`config.mk`:
```
export PLATFORM = sky130hd
export DESIGN_NAME = mrcm_mix
export DESIGN_NICKNAME = d
export VERILOG_FILES = /design/src/hdl/mrcm_pkg.sv /design/src/hdl/mrcm_mix.sv
export SDC_FILE = /design/constraint.sdc
export NUM_CORES = 1
export LEC_CHECK = 0
export BUFFER_PORTS_ARGS = -buffer_cell sky130_fd_sc_hd__buf_2
export CAP_MARGIN = 25
export CORE_ASPECT_RATIO = 0.5
export CORE_MARGIN = 5
export CORE_UTILIZATION = 40
export DETAILED_ROUTE_END_ITERATION = 10
export HOLD_SLACK_MARGIN = 0.06
export PLACE_DENSITY = 0.67
export REMOVE_ABC_BUFFERS = 1
export SETUP_SLACK_MARGIN = 0.02
export SLEW_MARGIN = 20
export SYNTH_ARGS = -nofsm -noshare
export SYNTH_HDL_FRONTEND = slang
export SYNTH_SLANG_ARGS = --single-unit
```
`constraint.sdc`:
```
create_clock -name clk -period 4.9 [get_ports clk]
set_clock_uncertainty 0.05 [all_clocks]
set_input_delay 0.98 -clock clk [delete_from_list [all_inputs] [get_ports clk]]
set_output_delay 0.98 -clock clk [all_outputs]
set_load 0.02 [all_outputs]
```
`src/hdl/mrcm_pkg.sv`:
```
`default_nettype none

package mrcm_pkg;

  // Stream geometry
  localparam int RAMP_COUNT        = 4;
  localparam int VALUE_W           = 18;
  localparam int COLOR_W           = 8;
  localparam int CHAN_COUNT        = 3;
  localparam int STOP_COUNT        = 23;
  localparam int STOP_IDX_W        = 5;
  localparam int SEG_W             = 4;
  localparam int FRACTION_BITS_DEF = 16;

  localparam int IN_FIELD_W  = RAMP_COUNT * (VALUE_W + 1);
  localparam int IN_TDATA_W  = ((IN_FIELD_W + 7) / 8) * 8;
  localparam int OUT_TDATA_W = CHAN_COUNT * COLOR_W;

  // Channel order inside a color: red, green, blue
  localparam int CH_RED   = 0;
  localparam int CH_GREEN = 1;
  localparam int CH_BLUE  = 2;

  typedef logic [COLOR_W-1:0] chan_t;
  typedef logic [CHAN_COUNT-1:0][COLOR_W-1:0] rgb_t;

  // First ROM entry and last segment number of each ramp
  localparam logic [STOP_IDX_W-1:0] RAMP_FIRST [RAMP_COUNT] = '{5'd0, 5'd11, 5'd13, 5'd15};
  localparam logic [SEG_W-1:0] RAMP_LAST_SEG [RAMP_COUNT] = '{4'd10, 4'd1, 4'd1, 4'd7};

  function automatic rgb_t rgb(input chan_t r, input chan_t g, input chan_t b);
    rgb_t c;
    c[CH_RED]   = r;
    c[CH_GREEN] = g;
    c[CH_BLUE]  = b;
    return c;
  endfunction

  // Color stop ROM: blonde, red, white, rainbow ramps back to back
  function automatic rgb_t stop_color(input logic [STOP_IDX_W-1:0] idx);
    rgb_t c;
    unique case (idx)
      5'd0:    c = rgb(8'd0,   8'd0,   8'd0);
      5'd1:    c = rgb(8'd22,  8'd6,   8'd6);
      5'd2:    c = rgb(8'd29,  8'd9,   8'd6);
      5'd3:    c = rgb(8'd45,  8'd21,  8'd11);
      5'd4:    c = rgb(8'd78,  8'd39,  8'd11);
      5'd5:    c = rgb(8'd90,  8'd53,  8'd16);
      5'd6:    c = rgb(8'd136, 8'd92,  8'd21);
      5'd7:    c = rgb(8'd150, 8'd106, 8'd33);
      5'd8:    c = rgb(8'd198, 8'd156, 8'd74);
      5'd9:    c = rgb(8'd233, 8'd192, 8'd103);
      5'd10:   c = rgb(8'd238, 8'd205, 8'd136);
      5'd11:   c = rgb(8'd0,   8'd0,   8'd0);
      5'd12:   c = rgb(8'd118, 8'd47,  8'd19);
      5'd13:   c = rgb(8'd0,   8'd0,   8'd0);
      5'd14:   c = rgb(8'd255, 8'd255, 8'd255);
      5'd15:   c = rgb(8'd0,   8'd0,   8'd0);
      5'd16:   c = rgb(8'd255, 8'd0,   8'd255);
      5'd17:   c = rgb(8'd255, 8'd0,   8'd0);
      5'd18:   c = rgb(8'd255, 8'd255, 8'd0);
      5'd19:   c = rgb(8'd0,   8'd255, 8'd0);
      5'd20:   c = rgb(8'd0,   8'd255, 8'd255);
      5'd21:   c = rgb(8'd0,   8'd0,   8'd255);
      5'd22:   c = rgb(8'd255, 8'd0,   8'd255);
      default: c = rgb(8'd0,   8'd0,   8'd0);
    endcase
    return c;
  endfunction

endpackage

`default_nettype wire

```
`src/hdl/mrcm_mix.sv`:
```
`default_nettype none

module mrcm_mix #(
  parameter int FRACTION_BITS = mrcm_pkg::FRACTION_BITS_DEF
) (
  input  logic clk,
  input  logic sum_en,
  input  logic out_en,
  input  logic [mrcm_pkg::RAMP_COUNT-1:0][mrcm_pkg::CHAN_COUNT-1:0]
               [FRACTION_BITS+mrcm_pkg::COLOR_W-1:0] term,
  output mrcm_pkg::rgb_t tint_r
);
  import mrcm_pkg::*;

  localparam int SUM_W = FRACTION_BITS + COLOR_W + 2;
  localparam int Q_W   = SUM_W - FRACTION_BITS;

  logic [CHAN_COUNT-1:0][SUM_W-1:0] sum_nxt;
  logic [CHAN_COUNT-1:0][SUM_W-1:0] sum_r;
  logic [CHAN_COUNT-1:0][SUM_W-1:0] rnd;
  logic [CHAN_COUNT-1:0][Q_W-1:0] q;
  rgb_t tint_nxt;

  // Add the four ramp contributions per channel
  always_comb begin
    for (int c = 0; c < CHAN_COUNT; c++) begin
      sum_nxt[c] = SUM_W'(term[0][c]) + SUM_W'(term[1][c])
                 + SUM_W'(term[2][c]) + SUM_W'(term[3][c]);
    end
  end

  always_ff @(posedge clk) begin
    if (sum_en) begin
      sum_r <= sum_nxt;
    end
  end

  // Round half up and saturate to 255
  always_comb begin
    for (int c = 0; c < CHAN_COUNT; c++) begin
      rnd[c] = sum_r[c] + (SUM_W'(1) << (FRACTION_BITS - 1));
      q[c]   = rnd[c][SUM_W-1:FRACTION_BITS];
      if (q[c] > Q_W'({COLOR_W{1'b1}})) begin
        tint_nxt[c] = '1;
      end else begin
        tint_nxt[c] = q[c][COLOR_W-1:0];
      end
    end
  end

  always_ff @(posedge clk) begin
    if (out_en) begin
      tint_r <= tint_nxt;
    end
  end

endmodule

`default_nettype wire

```
==> load_flow_metrics.sql <==
INSERT INTO impl_metrics (metric_group, metric, value, unit) VALUES
('logic_synthesis', 'synth_cell_types', '48', ''),
('logic_synthesis', 'yosys_warnings', '0', ''),
('die', 'placeableCoreArea', '21500', 'um2'),
('global_route', 'antenna_violations_before_repair', '0', ''),
('critical_path', 'cells_on_worst_reg2reg_path', '6', ''),
('routing', 'wl_per_cell', '11.9', 'um'),
('sta', 'timing_worst_slew_pin_value', '0.842', 'ns'),
('critical_path', 'crit_fanout', '5', ''),
('sta', 'worst_slew_margin_rel', '43.4', '%'),
('placement', 'place_ws', '0.521', 'ns'),
('logic_synthesis', 'netlist.area_leader.share', '32.3', '%'),
('sta', 'finalCriticalPeriod', '4.10', 'ns'),
('critical_path', 'rr_startpoint', 'sum_r[17]', ''),
('critical_path', 'crit_start', 'term[2]', ''),
('die', 'fp.dieW', '219', 'um'),
('min_path', 'worst_hold_startpoint', 'sum_r[23]', ''),
('critical_path', 'crit_type', 'input pin to flop', ''),
('run_status', 'run_status', 'finished, final reports clean', ''),
('placement', 'detailed_place_hpwl', '17500', 'um'),
('min_path', 'hold_class', 'flop to flop', ''),
('routing', 'drt_drc_violations_left', '0', ''),
('global_route', 'grt_max_degree', '34', ''),
('sta', 'final.setup.tns', '0', 'ns'),
('cells_and_area', 'post-route-util', '51.0', '%'),
('logic_synthesis', 'synth_area', '8730', 'um2'),
('cells_and_area', 'antenna-diode-count', '0', ''),
('cells_and_area', 'share_of_final_layout_standard_cells_stronger_than_drive_strength_1', '27.1', '%'),
('sta', 'max_freq', '244', 'MHz'),
('logic_synthesis', 'synth_enable_flop_cells', '57', ''),
('global_route', 'wire_length_of_the_first_global_routing_pass', '30900', 'um'),
('routing', 'ant_nets', '0', ''),
('job', 'maxcap_viol_count', '0', ''),
('sta', 'final-setup-viol-count', '0', ''),
('cells_and_area', 'layout.nets', '1770', ''),
('placement', 'placedCellCount', '1555', ''),
('critical_path', 'category_of_the_worst_setup_path_launch_point', 'input pin', ''),
('die', 'rows', '38', ''),
('power', 'pwr_density_cell', '317', 'nW/um2'),
('logic_synthesis', 'ys_flop_type', 'sky130_fd_sc_hd__edfxtp_1', ''),
('cts', 'clk_pin_slew', '0.05', 'ns'),
('placement', 'gpl.final_weighted_congestion', '0.848', ''),
('critical_path', 'worst_r2r_end', 'tint_r[5]', ''),
('critical_path', 'worstPathArrival', '4.10', 'ns'),
('routing', 'post_drt_via_cell_ratio', '4.32', ''),
('routing', 'drt-pass1-iter-count', '4', ''),
('power', 'max-vdd-ir-drop', '0.153', 'mV'),
('die', 'design.die.area', '25000', 'um2'),
('critical_path', 'required_time_of_the_critical_path', '4.91', 'ns'),
('sta', 'layout_worst_path_cycle_share', '83.6', '%'),
('routing', 'wl', '18700', 'um'),
('logic_synthesis', 'synthesis.area_per_instance', '9.27', 'um2'),
('cts', 'cts_repair_resize_count', '0', ''),
('die', 'start_util', '40.5', '%'),
('logic_synthesis', 'syn-instance-count', '941', ''),
('critical_path', 'worst_setup_path_end_kind', 'flop', ''),
('routing', 'dr_total_vias', '6782', ''),
('cts', 'cts_tree', 'yes', ''),
('cts', 'clockBufferDepth', '2', ''),
('power', 'leakage', '0.00634', 'uW'),
('sta', 'finalMaxSlewViolations', '0', ''),
('global_route', 'global_route.overflow_total', '0', ''),
('cells_and_area', 'finish.cell_count_without_fillers', '1571', ''),
('placement', 'place.port_buffers', '314', ''),
('logic_synthesis', 'synth_area_leader_cell', 'sky130_fd_sc_hd__fa_1', ''),
('cts', 'worstSkewPairLatency', '0.31', 'ns'),
('critical_path', 'endpoint', 'sum_r[22]', ''),
('logic_synthesis', 'synth_seq_area_share', '19.6', '%'),
('cts', 'tritoncts_buffer_count', '9', ''),
('cts', 'clock_tree.root_cell', 'sky130_fd_sc_hd__clkbuf_16', ''),
('global_route', 'first_global_vias', '7093', ''),
('cts', 'numClockSinks', '57', '');
==> critical path, stage by stage <==
cell                       delay (ns)
sky130_fd_sc_hd__buf_2           0.08
sky130_fd_sc_hd__inv_1           0.05
sky130_fd_sc_hd__fa_1            0.52
sky130_fd_sc_hd__fa_1            0.52
sky130_fd_sc_hd__inv_1           0.04
sky130_fd_sc_hd__ha_1            0.27
sky130_fd_sc_hd__and4b_1         0.21
sky130_fd_sc_hd__o21a_1          0.18
sky130_fd_sc_hd__o311ai_2        0.40
sky130_fd_sc_hd__a21oi_2         0.20
sky130_fd_sc_hd__a211oi_1        0.35
sky130_fd_sc_hd__o21bai_1        0.14
sky130_fd_sc_hd__xor2_1          0.16
==> per-layer routing <==
| layer | wire [um] | track usage (%) |
|---|---|---|
| met5 | 0 | 0 |
| met4 | 246 | 2.97 |
| met3 | 618 | 1.77 |
| met2 | 9860 | 27.3 |
| met1 | 8010 | 19.0 |
==> power breakdown <==
group | internal (uW) | switching [uW]
logic | 904 | 1020
clock network | 438 | 196
registers | 813 | 105
==> final cells by class <==
type	count	area [um2]
multi-input combinational	480	5500
timing repair buffer	314	1570
clock inverter	7	85.1
inverter	404	1520
tap	300	375
clock buffer	9	225
sequential	57	1710
fill	2010	10600
==> sequential cells by signal (all words and copies together) (netlist names) <==
name,count
sum_r,33
tint_r,24
==> per-stage QoR <==
step	power, uW	area (um2)
5_1_grt	3840	11000
2_1_floorplan	2350	8730
3_3_place_gp	2810	10700
4_1_cts	3530	11000
3_5_place_dp	2870	10700
6_report	3480	11000
==> placed cells by master, fill, tap and decap left out, types with 4 or more instances in the layout <==
| master | netlist | layout |
|---|---|---|
| sky130_fd_sc_hd__xnor2_1 | 39 | 39 |
| sky130_fd_sc_hd__buf_2 | 0 | 314 |
| sky130_fd_sc_hd__nand2_1 | 31 | 31 |
| sky130_fd_sc_hd__o21ai_1 | 7 | 7 |
| sky130_fd_sc_hd__o21a_1 | 4 | 4 |
| sky130_fd_sc_hd__a21o_1 | 21 | 21 |
| sky130_fd_sc_hd__inv_1 | 403 | 403 |
| sky130_fd_sc_hd__nand3_1 | 15 | 15 |
| sky130_fd_sc_hd__o31ai_2 | 4 | 4 |
| sky130_fd_sc_hd__and3_1 | 19 | 19 |
| sky130_fd_sc_hd__fa_1 | 141 | 141 |
| sky130_fd_sc_hd__o21ai_0 | 8 | 8 |
| sky130_fd_sc_hd__nand2b_1 | 6 | 6 |
| sky130_fd_sc_hd__edfxtp_1 | 57 | 57 |
| sky130_fd_sc_hd__nand4_1 | 4 | 4 |
| sky130_fd_sc_hd__a21oi_1 | 26 | 26 |
| sky130_fd_sc_hd__ha_1 | 72 | 72 |
| sky130_fd_sc_hd__clkbuf_16 | 0 | 9 |
| sky130_fd_sc_hd__nor2_1 | 21 | 21 |
| sky130_fd_sc_hd__xor2_1 | 12 | 12 |
| sky130_fd_sc_hd__o21bai_1 | 4 | 4 |
==> cells by family (layout without fill, tap and decap cells) <==
group | after synthesis | after routing | share of synthesized area [%]
flops | 57 | 57 | 19.6
compound gates | 104 | 104 | 8.70
xor+xnor | 51 | 51 | 5.12
buf+inv | 404 | 734 | 17.4
simple gates | 112 | 112 | 6.51
fa+ha+maj | 213 | 213 | 42.7
==> cell usage after synthesis (2+ instances only) <==
library cell               instances
sky130_fd_sc_hd__edfxtp_1         57
sky130_fd_sc_hd__o21bai_1          4
sky130_fd_sc_hd__a21oi_1          26
sky130_fd_sc_hd__xor2_1           12
sky130_fd_sc_hd__and4_1            2
sky130_fd_sc_hd__and2_1            3
sky130_fd_sc_hd__nor2_1           21
sky130_fd_sc_hd__a31oi_1           3
sky130_fd_sc_hd__a211oi_2          3
sky130_fd_sc_hd__o21ai_0           8
sky130_fd_sc_hd__inv_1           403
sky130_fd_sc_hd__nand4_1           4
sky130_fd_sc_hd__o21a_1            4
sky130_fd_sc_hd__nand2b_1          6
sky130_fd_sc_hd__a21o_1           21
sky130_fd_sc_hd__a221o_1           3
sky130_fd_sc_hd__nand2_1          31
sky130_fd_sc_hd__o31ai_2           4
sky130_fd_sc_hd__o21ai_1           7
sky130_fd_sc_hd__and3_1           19
sky130_fd_sc_hd__xnor2_1          39
sky130_fd_sc_hd__a211o_1           3
sky130_fd_sc_hd__fa_1            141
sky130_fd_sc_hd__nor3_1            3
sky130_fd_sc_hd__o221ai_1          2
sky130_fd_sc_hd__a221oi_2          2
sky130_fd_sc_hd__and4b_1           2
sky130_fd_sc_hd__nand3_1          15
sky130_fd_sc_hd__ha_1             72
sky130_fd_sc_hd__a211oi_1          2
sky130_fd_sc_hd__a21boi_1          2
==> worst min path at each step <==
| stage | end | slack, ns | cells after the start |
|---|---|---|---|
| after detailed placement | tint_r[7] | 0.53 | 2 |
| after global routing | tint_r[7] | 0.57 | 2 |
| after floorplan | tint_r[3] | 0.50 | 2 |
| after global placement | tint_r[3] | 0.52 | 2 |
| final | tint_r[7] | 0.53 | 2 |
| after CTS | tint_r[7] | 0.54 | 2 |
Power figures use the tool's default switching activity.
