==> config.mk <==
export PLATFORM = sky130hd
export DESIGN_NAME = mrcm_seg
export DESIGN_NICKNAME = d
export VERILOG_FILES = /design/src/hdl/mrcm_pkg.sv /design/src/hdl/mrcm_seg.sv
export SDC_FILE = /design/constraint.sdc
export NUM_CORES = 1
export LEC_CHECK = 0
export BUFFER_PORTS_ARGS = -buffer_cell sky130_fd_sc_hd__buf_4
export CAP_MARGIN = 20
export CELL_PAD_IN_SITES_DETAIL_PLACEMENT = 2
export CELL_PAD_IN_SITES_GLOBAL_PLACEMENT = 2
export CORE_MARGIN = 2
export CORE_UTILIZATION = 30
export CTS_BUF_LIST = sky130_fd_sc_hd__clkbuf_4 sky130_fd_sc_hd__clkbuf_8
export CTS_CLUSTER_DIAMETER = 80
export CTS_CLUSTER_SIZE = 40
export DETAILED_ROUTE_END_ITERATION = 8
export PLACE_DENSITY = 0.79
export SYNTH_ARGS = -nofsm -noshare
export SYNTH_HDL_FRONTEND = slang
export SYNTH_SLANG_ARGS = --single-unit
==> constraint.sdc <==
create_clock -name clk -period 4.95 [get_ports clk]
set_clock_uncertainty 0.1 [all_clocks]
set_input_delay 1.485 -clock clk [delete_from_list [all_inputs] [get_ports clk]]
set_output_delay 1.485 -clock clk [all_outputs]
set_load 0.05 [all_outputs]
==> src/hdl/mrcm_pkg.sv <==
`default_nettype none

package mrcm_pkg;

  // Stream geometry
  localparam int RAMP_COUNT        = 4;
  localparam int VALUE_W           = 18;
  localparam int COLOR_W           = 8;
  localparam int CHAN_COUNT        = 3;
  localparam int STOP_COUNT        = 23;
  localparam int STOP_IDX_W        = 5;
  localparam int SEG_W             = 4;
  localparam int FRACTION_BITS_DEF = 16;

  localparam int IN_FIELD_W  = RAMP_COUNT * (VALUE_W + 1);
  localparam int IN_TDATA_W  = ((IN_FIELD_W + 7) / 8) * 8;
  localparam int OUT_TDATA_W = CHAN_COUNT * COLOR_W;

  // Channel order inside a color: red, green, blue
  localparam int CH_RED   = 0;
  localparam int CH_GREEN = 1;
  localparam int CH_BLUE  = 2;

  typedef logic [COLOR_W-1:0] chan_t;
  typedef logic [CHAN_COUNT-1:0][COLOR_W-1:0] rgb_t;

  // First ROM entry and last segment number of each ramp
  localparam logic [STOP_IDX_W-1:0] RAMP_FIRST [RAMP_COUNT] = '{5'd0, 5'd11, 5'd13, 5'd15};
  localparam logic [SEG_W-1:0] RAMP_LAST_SEG [RAMP_COUNT] = '{4'd10, 4'd1, 4'd1, 4'd7};

  function automatic rgb_t rgb(input chan_t r, input chan_t g, input chan_t b);
    rgb_t c;
    c[CH_RED]   = r;
    c[CH_GREEN] = g;
    c[CH_BLUE]  = b;
    return c;
  endfunction

  // Color stop ROM: blonde, red, white, rainbow ramps back to back
  function automatic rgb_t stop_color(input logic [STOP_IDX_W-1:0] idx);
    rgb_t c;
    unique case (idx)
      5'd0:    c = rgb(8'd0,   8'd0,   8'd0);
      5'd1:    c = rgb(8'd22,  8'd6,   8'd6);
      5'd2:    c = rgb(8'd29,  8'd9,   8'd6);
      5'd3:    c = rgb(8'd45,  8'd21,  8'd11);
      5'd4:    c = rgb(8'd78,  8'd39,  8'd11);
      5'd5:    c = rgb(8'd90,  8'd53,  8'd16);
      5'd6:    c = rgb(8'd136, 8'd92,  8'd21);
      5'd7:    c = rgb(8'd150, 8'd106, 8'd33);
      5'd8:    c = rgb(8'd198, 8'd156, 8'd74);
      5'd9:    c = rgb(8'd233, 8'd192, 8'd103);
      5'd10:   c = rgb(8'd238, 8'd205, 8'd136);
      5'd11:   c = rgb(8'd0,   8'd0,   8'd0);
      5'd12:   c = rgb(8'd118, 8'd47,  8'd19);
      5'd13:   c = rgb(8'd0,   8'd0,   8'd0);
      5'd14:   c = rgb(8'd255, 8'd255, 8'd255);
      5'd15:   c = rgb(8'd0,   8'd0,   8'd0);
      5'd16:   c = rgb(8'd255, 8'd0,   8'd255);
      5'd17:   c = rgb(8'd255, 8'd0,   8'd0);
      5'd18:   c = rgb(8'd255, 8'd255, 8'd0);
      5'd19:   c = rgb(8'd0,   8'd255, 8'd0);
      5'd20:   c = rgb(8'd0,   8'd255, 8'd255);
      5'd21:   c = rgb(8'd0,   8'd0,   8'd255);
      5'd22:   c = rgb(8'd255, 8'd0,   8'd255);
      default: c = rgb(8'd0,   8'd0,   8'd0);
    endcase
    return c;
  endfunction

endpackage

`default_nettype wire

==> src/hdl/mrcm_seg.sv <==
`default_nettype none

module mrcm_seg #(
  parameter int FRACTION_BITS = mrcm_pkg::FRACTION_BITS_DEF
) (
  input  logic clk,
  input  logic en,
  input  logic [mrcm_pkg::RAMP_COUNT-1:0][mrcm_pkg::VALUE_W-1:0] value,
  input  logic [mrcm_pkg::RAMP_COUNT-1:0] present,
  output logic [mrcm_pkg::RAMP_COUNT-1:0][mrcm_pkg::SEG_W-1:0] seg_r,
  output logic [mrcm_pkg::RAMP_COUNT-1:0][FRACTION_BITS-1:0] frac_r,
  output logic [mrcm_pkg::RAMP_COUNT-1:0] present_r
);
  import mrcm_pkg::*;

  localparam int POS_W  = FRACTION_BITS + 1;
  localparam int PROD_W = FRACTION_BITS + SEG_W;
  localparam int CMP_W  = (VALUE_W > POS_W) ? VALUE_W : POS_W;

  logic [CMP_W-1:0] one_ext;
  logic [RAMP_COUNT-1:0][CMP_W-1:0] mag_ext;
  logic [RAMP_COUNT-1:0][POS_W-1:0] pos;
  logic [RAMP_COUNT-1:0][PROD_W-1:0] prod;

  assign one_ext = CMP_W'(1) << FRACTION_BITS;

  // Clamp each position to 0..1.0 and scale by the ramp's segment count
  always_comb begin
    for (int r = 0; r < RAMP_COUNT; r++) begin
      mag_ext[r] = CMP_W'(value[r][VALUE_W-2:0]);
      if (value[r][VALUE_W-1]) begin
        pos[r] = '0;
      end else if (mag_ext[r] > one_ext) begin
        pos[r] = POS_W'(one_ext);
      end else begin
        pos[r] = POS_W'(mag_ext[r]);
      end
      prod[r] = PROD_W'(pos[r]) * PROD_W'(RAMP_LAST_SEG[r]);
    end
  end

  // Split into segment number and fraction
  always_ff @(posedge clk) begin
    if (en) begin
      for (int r = 0; r < RAMP_COUNT; r++) begin
        seg_r[r]  <= prod[r][PROD_W-1:FRACTION_BITS];
        frac_r[r] <= prod[r][FRACTION_BITS-1:0];
      end
      present_r <= present;
    end
  end

endmodule

`default_nettype wire

==> results of run 1 <==
## worst max-delay path, cell delays in order
cell and delay, ns:
buf_4 0.12, nor4_1 0.31, nand4_1 0.17, a21oi_2 0.23, buf_4 0.16, buf_4 0.11, and2_1 0.16, inv_1 0.06
fa_1 0.48, inv_1 0.05, ha_1 0.32, o21ai_0 0.13, o21ai_1 0.21, a21o_1 0.16, a21oi_2 0.08, o41a_1 0.32
xnor2_1 0.13
## where the power goes
group | switching (mW) | internal [mW] | leakage (nW)
Clock | 0.248 | 0.238 | 0.0957
Sequential | 0.0200 | 0.788 | 0.740
Combinational | 0.391 | 0.206 | 2.49
## layout by cell type, fill, tap and decap left out, drive strengths merged, types with 3 or more instances in the layout
cell    instances
edfxtp         77
nor2           13
o21ai          19
xnor2          16
nor4           17
and2           58
o211ai          6
nand4           4
a211oi          4
nor2b           8
inv            35
conb            7
ha             51
fa             15
clkbuf         10
a21oi          28
nor3            3
clkinv          3
and3            5
a31oi           3
o21bai          4
xor2           10
nand3           5
buf           194
nand2          22
a221oi          4
a21o           14
## registers in the layout (all words and copies together) (netlist names)
name	count
present_r	4
frac_r	63
seg_r	10
## metal layers
metal	wire, um	GRT usage (%)	vias up
met2	7830	31.5	127
met5	0	0	-
met3	684	2.40	13
met1	6690	20.4	2086
met4	209	4.86	0
li1	-	-	2015
## cell usage after synthesis (7+ instances only)
cell type / instances
xor2_1: 10
nor2b_1: 8
a21o_1: 14
nor4_1: 17
edfxtp_1: 77
buf_4: 7
o21ai_1: 10
inv_1: 35
o21ai_0: 8
and2_1: 58
fa_1: 15
xnor2_1: 16
nand2_1: 22
ha_1: 51
nor2_1: 13
a21oi_1: 24
## kinds of logic (layout without fill, tap and decap cells)
kind of cell / after synthesis / count (layout) / synth area share [%]
and+or+nand+nor: 142 / 142 / 15.5
AOI/OAI and AO/OA: 90 / 90 / 12.5
DFF: 77 / 77 / 44.8
adders and majority gates: 66 / 66 / 18.2
buffers and inverters: 49 / 245 / 4.25
xor gates and xnor gates: 26 / 26 / 4.42
other: 1 / 7 / 0.0727
muxes: 1 / 1 / 0.218
## area by class of cell
| cell class | instances | area (um2) |
|---|---|---|
| Timing Repair Buffer | 194 | 1460 |
| Clock inverter | 6 | 63.8 |
| Clock buffer | 10 | 131 |
| Inverter | 35 | 131 |
| Fill cell | 1818 | 9680 |
| Sequential cell | 77 | 2310 |
| Tap cell | 220 | 275 |
| Multi-Input combinational cell | 332 | 2650 |
## worst max-delay path by stage
stage / startpoint / to / slack [ns] / cells after the start
after floorplan: value[67] / frac_r[62]$_DFFE_PP_ / 0.20 / 14
after global placement: value[11] / seg_r[2]$_DFFE_PP_ / 0.01 / 15
after detailed placement: value[11] / seg_r[2]$_DFFE_PP_ / -0.16 / 15
after CTS: value[11] / seg_r[2]$_DFFE_PP_ / 0.23 / 15
after global routing: value[3] / seg_r[2]$_DFFE_PP_ / 0.005 / 15
final: value[68] / frac_r[61]$_DFFE_PP_ / 0.27 / 17
## stage by stage
stage | total power, mW | worst slack [ns]
4_1_cts | 1.92 | 0.233
3_5_place_dp | 1.43 | -0.161
2_1_floorplan | 1.18 | 0.204
5_1_grt | 1.98 | 0.00465
3_3_place_gp | 1.40 | 0.0104
6_report | 1.89 | 0.267
==> reports/metrics.cfg, run 1 <==
[yosys]
syn_inst = 452
synth_flop_cell = edfxtp_1
synth_edf_count = 77
yosysWarnings = 0
ys_ff_latch = 77
postSynth.asyncResetShare_pct = 0
synth_top_area_share_pct = 44.8
netlist_area_um2 = 5160
yosysUniqueCellTypes = 50
synth_area_leader_cell = edfxtp_1
synth.area.top_cells = edfxtp_1 (45%), ha_1 (12%), and2_1 (7.0%)
avgSynthCellArea_um2 = 11.4
ys_seq_area_share_pct = 44.8

[timing]
finalHoldViolCount = 0
finalCriticalPeriod_ns = 4.68
drv_slew = 0
slew_headroom_pct = 31.3
timing.final.setup_violations = 0
fin_crit_sh_pct = 94.6
tightest_slew_ns = 1.03
hold_slack_ns = 1.21
timing.fmax_mhz = 214
rsz0062_at_grt = false
timing.setup.tns_ns = 0

[drt]
wire_per_inst_um = 17.6
drtIter0Drc = 118
drt.antenna.violating_nets = 0
drt_wl_total_um = 15400
viasPerCell = 4.85
dr.pass1.iters = 4
drc = 0
vias = 4241

[clocking]
path_clk_slew_ns = 0.08
cts_max_level = 3
clk_path_buf_depth = 2
numClockSinks = 77
numCtsBuffers = 9
cts_resized = 0
cts_tree = done
postCtsHoldBufs = 0
ctsRootBufferMaster = clkbuf_8
cts_setup_buffers = 0

[floorplan]
pin_count = 162
rows = 47
core_um2 = 16700
chipWidth_um = 135
dieArea_um2 = 18300
dieHeight_um = 135
initial_utilization_pct = 30.9

[global_route]
grt_pass1_vias = 4631
grt_util_all_layers_pct = 17.0
antenna_found_initial = 0
grt_pass1_wl_um = 24200
grt_max_degree = 78
grt_overflow = 0

[placed_design]
dp.cells = 858
postPlaceCellArea_um2 = 6820
gp_congestion = 0.785
post-dp-hpwl_um = 12800
port_buffers = 154

[critical_path]
startpoint_type = primary input
crit_required_ns = 4.96
endpoint_kind = flop
worst-setup-path-type = primary input to flop
cp.arrival_ns = 4.69
crit_fanout = 6

[layout]
drive_above_1_share_pct = 34.1
nets = 793
area_growth_pct = 36.1
final_cell_area_um2 = 7020
finish.utilization_pct = 42.0
final_cells = 874
diodes = 0

[power]
irDropWorstVdd_uv = 103
power_density_nw_per_um2 = 269
leakage_nw = 3.32

[worst_hold_path]
hold_path_depth = 1
worstHoldStart = present[2]
holdPathEnd = present_r[2]$_DFFE_PP_
hp-class = primary input to flop

[run_status]
outcome = finished, final reports clean

[flow_run]
cap_violations = 0

(Power assumes the default switching activity.)
==> inputs of run 2 (changes only) <==
--- a/config.mk
+++ b/config.mk
@@ -5,12 +5,12 @@
 export SDC_FILE = /design/constraint.sdc
 export NUM_CORES = 1
 export LEC_CHECK = 0
+export ABC_AREA = 1
 export BUFFER_PORTS_ARGS = -buffer_cell sky130_fd_sc_hd__buf_4
 export CAP_MARGIN = 20
 export CELL_PAD_IN_SITES_DETAIL_PLACEMENT = 2
 export CELL_PAD_IN_SITES_GLOBAL_PLACEMENT = 2
-export CORE_MARGIN = 2
-export CORE_UTILIZATION = 30
+export CORE_UTILIZATION = 28
 export CTS_BUF_LIST = sky130_fd_sc_hd__clkbuf_4 sky130_fd_sc_hd__clkbuf_8
 export CTS_CLUSTER_DIAMETER = 80
 export CTS_CLUSTER_SIZE = 40
==> run 2 against run 1 <==
Final cell count up 33%. Sequential power down 0.5%. Maximum frequency up 12%. Critical path type unchanged. Combinational power about the same. Routed wire length up 11%.
==> reports/metrics.cfg, run 2 <==
[power]
clkPwrFrac_pct = 24.7  ; -1.0 points
p_sw_mw = 0.701  ; +6.4%
irDropWorstVdd_uv = 109  ; +6.1%
p_seq_share_pct = 43.3  ; +0.6 points
finalPower_mw = 1.86  ; -1.8%
leakage_nw = 4.04  ; +22%
power_density_nw_per_um2 = 251  ; -6.7%
p_sw_share_pct = 37.8  ; +2.9 points
combinationalPowerShare_pct = 32.0  ; +0.4 points
intPower_mw = 1.16  ; -6.2%

[global_route]
grt_pass1_vias = 5641  ; +22%
grt_max_degree = 59  ; -24%
grt_pass1_wl_um = 28100  ; +16%
grt_util_all_layers_pct = 16.9  ; -0.11 points
grt_overflow = 0  ; unchanged
antenna_found_initial = 0  ; unchanged

[drt]
dr.pass1.iters = 4  ; unchanged
drt_wl_total_um = 17100  ; +11%
vias = 5174  ; +22%
drc = 0  ; unchanged
drtIter0Drc = 151  ; +28%
wire_per_inst_um = 14.7  ; -16%
viasPerCell = 4.46  ; -8.1%
drt.antenna.violating_nets = 0  ; unchanged

[timing]
drv_slew = 0  ; unchanged
slew_headroom_pct = 46.4  ; +15 points
timing.fmax_mhz = 240  ; +12%
timing.final.setup_violations = 0  ; unchanged
finalCriticalPeriod_ns = 4.17  ; -0.516 ns
finalHoldViolCount = 0  ; unchanged
rsz0062_at_grt = false
timing.setup.tns_ns = 0  ; unchanged
tightest_slew_ns = 0.804  ; -0.226 ns
layout_setup_ws_ns = 0.783  ; +0.516 ns
fin_crit_sh_pct = 84.2  ; -10 points

[placed_design]
gp_congestion = 0.770  ; -1.9%
dp_slack_ns = 0.343  ; +0.504 ns
post-dp-hpwl_um = 14500  ; +13%
postPlaceCellArea_um2 = 7210  ; +5.6%
port_buffers = 154  ; unchanged

[layout]
area_growth_pct = 27.9
final_cell_area_um2 = 7380  ; +5.2%
drive_above_1_share_pct = 22.7  ; -11 points
nets = 1029  ; +30%
largest_register = frac_r
largest_reg_flops = 63  ; unchanged
layout_commonest_cell = nand2_1
diodes = 0  ; unchanged
final_cell_mix = nand2_1 (207), buf_4 (156), inv_1 (154), nor2_1 (89), edfxtp_1 (77)
finish.utilization_pct = 36.5  ; -5.5 points
top_regs = frac_r (63), seg_r (10), present_r (4)

[floorplan]
initial_utilization_pct = 28.5  ; -2.4 points
dieHeight_um = 146  ; +7.7%
rows = 52  ; +11%
pin_count = 162  ; unchanged
dieArea_um2 = 21200  ; +16%
chipWidth_um = 146  ; +7.7%
core_um2 = 20200  ; +21%

[critical_path]
crit_slowest_cell = fa_1
slowest_delay_ns = 0.60  ; +0.12 ns
path_cells = buf_4 -> nor2_1 -> nand2_1 -> nor2_1 -> nand2_1 -> nand2_4 -> nand3_1 -> fa_1 -> inv_1 -> ha_1 -> or2_1 -> nand3b_1 -> nand2_1 -> nand2_1 -> nand2_1 -> nand2_1 -> nand2_1
cpMostUsedCell = nand2_1
worst-setup-path-type = primary input to flop
startpoint_type = primary input
crit_required_ns = 4.97  ; about the same
endpoint_kind = flop
crit_fanout = 18  ; +12
cp.arrival_ns = 4.19  ; -0.50 ns

[clocking]
clk_path_buf_depth = 2  ; unchanged
cts_resized = 0  ; unchanged
postCtsHoldBufs = 0  ; unchanged
numCtsBuffers = 9  ; unchanged
cts_setup_buffers = 0  ; unchanged
path_clk_slew_ns = 0.09  ; about the same
cts_max_level = 3  ; unchanged
cts_tree = done
ctsRootBufferMaster = clkbuf_8
numClockSinks = 77  ; unchanged

[run_status]
outcome = finished, final reports clean

[yosys]
syn_inst = 725  ; +60%
avgSynthCellArea_um2 = 7.96  ; -30%
yosysWarnings = 0  ; unchanged
synth_flop_cell = edfxtp_1
ys_seq_area_share_pct = 40.1  ; -4.8 points
postSynth.asyncResetShare_pct = 0  ; unchanged
synth_top_area_share_pct = 40.1  ; -4.8 points
netlist_area_um2 = 5770  ; +12%
synth_edf_count = 77  ; unchanged
yosysUniqueCellTypes = 34  ; -32%
synth.area.top_cells = edfxtp_1 (40%), nand2_1 (13%), ha_1 (11%)
synth_area_leader_cell = edfxtp_1
synth_most_common_cell = nand2_1
ys_ff_latch = 77  ; unchanged
ys_top_cells_by_count = nand2_1 (207), inv_1 (154), nor2_1 (89)

[flow_run]
cap_violations = 0  ; unchanged

[worst_hold_path]
hp-class = primary input to flop

-- run 2: kinds of logic after synthesis --
logic type,synth area share [%]
and+or+nand+nor,26.9
buffers and inverters,12.0
DFF,40.1
xor gates and xnor gates,2.12
adders and majority gates,16.3
other,0.0650
AOI/OAI and AO/OA,2.54
-- run 2: worst max-delay path: cells and delay by family --
kind / cells / cell delay, ns
AND/OR/NAND/NOR: 13 / 1.59
buffers and inverters: 2 / 0.16
adder cells (fa/ha/maj): 2 / 0.94
-- run 2: metal layers --
metal | track usage (%) | vias to the layer above | wire length (um)
met5 | 0 | - | 0
li1 | - | 2546 | -
met3 | 3.32 | 15 | 651
met1 | 19.5 | 2492 | 7190
met2 | 31.8 | 121 | 9000
met4 | 3.95 | 0 | 242
-- run 2: worst paths after layout --
path / start / to / cells after the start
min: present[1] / present_r[1]$_DFFE_PP_ / 1
max: value[66] / seg_r[12]$_DFFE_PP_ / 17
-- run 2: final cells by class --
type / count / area (um2)
clock inverter: 7 / 55.1
clock buffer: 9 / 124
timing repair buffer: 156 / 1170
fill: 2406 / 12800
multi-input combinational: 482 / 2790
inverter: 159 / 597
tap: 270 / 338
sequential: 77 / 2310
-- run 2: power groups by stage --
stage	logic, mW	registers [mW]	clock network (mW)
floorplan	0.178	1.03	0
detailed placement	0.602	0.821	0
global route	0.641	0.811	0.500
finish	0.594	0.804	0.458
global placement	0.588	0.817	0
CTS	0.605	0.807	0.482
-- run 2: metrics by stage --
stage          hold WS, ns  instances
2_1_floorplan         1.48        731
5_1_grt               1.16       1160
4_1_cts               1.16       1160
3_5_place_dp          1.56       1144
3_3_place_gp          1.57       1144
6_report              1.19       1160
==> inputs of run 3 (changes only) <==
==> constraint.sdc (replaced) <==
create_clock -name clk -period 3.35 [get_ports clk]
set_clock_uncertainty 0.1 [all_clocks]
set_input_delay 1.005 -clock clk [delete_from_list [all_inputs] [get_ports clk]]
set_output_delay 1.005 -clock clk [all_outputs]
set_load 0.05 [all_outputs]
==> run 3 against run 2 <==
The run now ends with setup timing left. Via count grew 15%. Worst setup slack lost 1.1 ns. First-iteration DRC count up 13%. Final cell count rose by 10%. Flip-flop and latch count is the same. Combinational power increased by 120%. Core utilization is 11 points higher. Routed wire length grew 54%. Cell area increased by 30%. Sequential power grew 48%. Global-route usage rose by 4.6 points. Total power rose by 71%.
==> reports/metrics.cfg, run 3 (synthesis results as in run 2) <==
[timing]
timing.fmax_mhz = 272
tightest_slew_ns = 0.602  ; -0.202 ns
slew_headroom_pct = 59.9  ; +13 points
hold_slack_ns = 0.702  ; -0.489 ns
timing.final.setup_violations = 20  ; +20
fin_crit_sh_pct = 110
layout_setup_ws_ns = -0.324  ; -1.11 ns
rsz0062_at_grt = true
finalHoldViolCount = 0  ; unchanged
drv_slew = 0  ; unchanged
finalCriticalPeriod_ns = 3.67

[critical_path]
cp.arrival_ns = 3.71  ; -0.48 ns
startpoint_type = primary input
endpoint_kind = flop
worst-setup-path-type = primary input to flop
cp-startpoint = value[59]
crit_fanout = 4  ; -14
crit_required_ns = 3.38  ; -1.59 ns

[floorplan]
dieArea_um2 = 21200  ; unchanged
chipWidth_um = 146  ; unchanged
pin_count = 162  ; unchanged
dieHeight_um = 146  ; unchanged
initial_utilization_pct = 28.5  ; unchanged
rows = 52  ; unchanged
core_um2 = 20200  ; unchanged

[layout]
area_growth_pct = 66.8
layout_commonest_cell = buf_4
largest_register = frac_r
finish.utilization_pct = 47.6  ; +11 points
largest_reg_flops = 63  ; unchanged
nets = 1148  ; +12%
top_regs = frac_r (63), seg_r (10), present_r (4)
fillers = 2167  ; -9.9%
diodes = 0  ; unchanged
final_cell_mix = buf_4 (245), inv_1 (132), nand2_1 (130), edfxtp_1 (77), nand2_2 (62)
drive_above_1_share_pct = 51.7  ; +29 points
final_cell_area_um2 = 9630  ; +30%

[placed_design]
port_buffers = 154  ; unchanged
postPlaceCellArea_um2 = 8200  ; +14%
gp_congestion = 0.780  ; +1.3%
post-dp-hpwl_um = 16200  ; +12%

[drt]
drc = 0  ; unchanged
drt.antenna.violating_nets = 0  ; unchanged
vias = 5931  ; +15%
wire_per_inst_um = 20.5  ; +40%
viasPerCell = 4.64  ; +4.0%
dr.pass1.iters = 4  ; unchanged
drt_wl_total_um = 26300  ; +54%
drtIter0Drc = 171  ; +13%

[worst_hold_path]
holdPathEnd = present_r[0]$_DFFE_PP_
worstHoldStart = present[0]
hold_path_depth = 1  ; unchanged
hp-class = primary input to flop

[global_route]
grt_overflow = 0  ; unchanged
grt_pass1_wl_um = 34900  ; +24%
grt_util_all_layers_pct = 21.5  ; +4.6 points
antenna_found_initial = 0  ; unchanged
grt_pass1_vias = 6456  ; +14%
grt_max_degree = 41  ; -31%

[clocking]
ctsRootBufferMaster = clkbuf_8
clk_path_buf_depth = 2  ; unchanged
path_clk_slew_ns = 0.09  ; about the same
numCtsBuffers = 9  ; unchanged
cts_tree = done
cts_max_level = 3  ; unchanged
numClockSinks = 77  ; unchanged

[power]
irDropWorstVdd_uv = 169  ; +55%
leakage_nw = 4.85  ; +20%
power_density_nw_per_um2 = 331  ; +32%
finalPower_mw = 3.18  ; +71%

[run_status]
outcome = complete, but fails checks
violations = setup timing

[flow_run]
cap_violations = 0  ; unchanged

run 3: cell types whose count changed in the layout (fill, tap and decap cells not counted), sizes merged:
| cell | change |
|---|---|
| buf | +119 |
| inv | -1 |
| clkinv | -1 |
| clkinvlp | +1 |
| clkbuf | +1 |
run 3: cell type report:
type | count | area (um2) | area share [%]
clock buffers | 10 | 131 | 1.36
clock inverters | 6 | 46.3 | 0.481
inverters | 159 | 617 | 6.41
multi-input cells | 482 | 3940 | 40.9
flip-flops and latches | 77 | 2310 | 24.0
well taps | 270 | 338 | 3.51
repair buffers | 275 | 2250 | 23.4
run 3: metal layers:
metal  vias to the layer above  wire [um]  track usage, %
met5                         -          0               0
met4                         0       1270            8.63
met3                        71        837            3.01
met2                       165      14300            42.3
met1                      2915       9910            22.8
li1                       2780          -               -
run 3: power breakdown:
| part | switching, mW | internal (mW) |
|---|---|---|
| Sequential | 0.0295 | 1.16 |
| Combinational | 0.798 | 0.479 |
| Clock | 0.431 | 0.283 |
| Total | 1.26 | 1.92 |
run 3: worst max-delay path: stages:
cell and delay [ns]:
buf_4 0.12, nor2_2 0.08, nand2_1 0.06, nor2_1 0.13, nand2_1 0.10, nand2_4 0.14, buf_12 0.13, buf_4 0.13
nand3_4 0.09, inv_4 0.10, fa_2 0.47, ha_4 0.30, nand2_1 0.13, inv_1 0.10, nand2_1 0.08, nand2_1 0.08
a21oi_1 0.18, nand2_1 0.09, nand2_1 0.10, nand2_1 0.07
run 3: worst max path at each step:
stage | endpoint | depth (start not counted)
floorplan | seg_r[12]$_DFFE_PP_ | 17
global placement | seg_r[15]$_DFFE_PP_ | 17
detailed placement | seg_r[14]$_DFFE_PP_ | 18
CTS | seg_r[14]$_DFFE_PP_ | 20
global route | seg_r[12]$_DFFE_PP_ | 21
finish | seg_r[12]$_DFFE_PP_ | 20
run 3: metrics by stage:
step                setup TNS, ns  cells  setup WS (ns)
floorplan                  -0.291    731        -0.0668
detailed placement         -13.29   1239         -0.699
global route                -4.86   1279         -0.448
finish                      -2.28   1279         -0.324
CTS                       -0.0943   1260        -0.0563
global placement            -9.06   1239         -0.503
run 3: what timing repair did:
item	in CTS	in global routing
resized for setup	108	157
hold buffers	0	0
pin swaps	52	70
buffers inserted	5	19
setup endpoints to repair	22	23
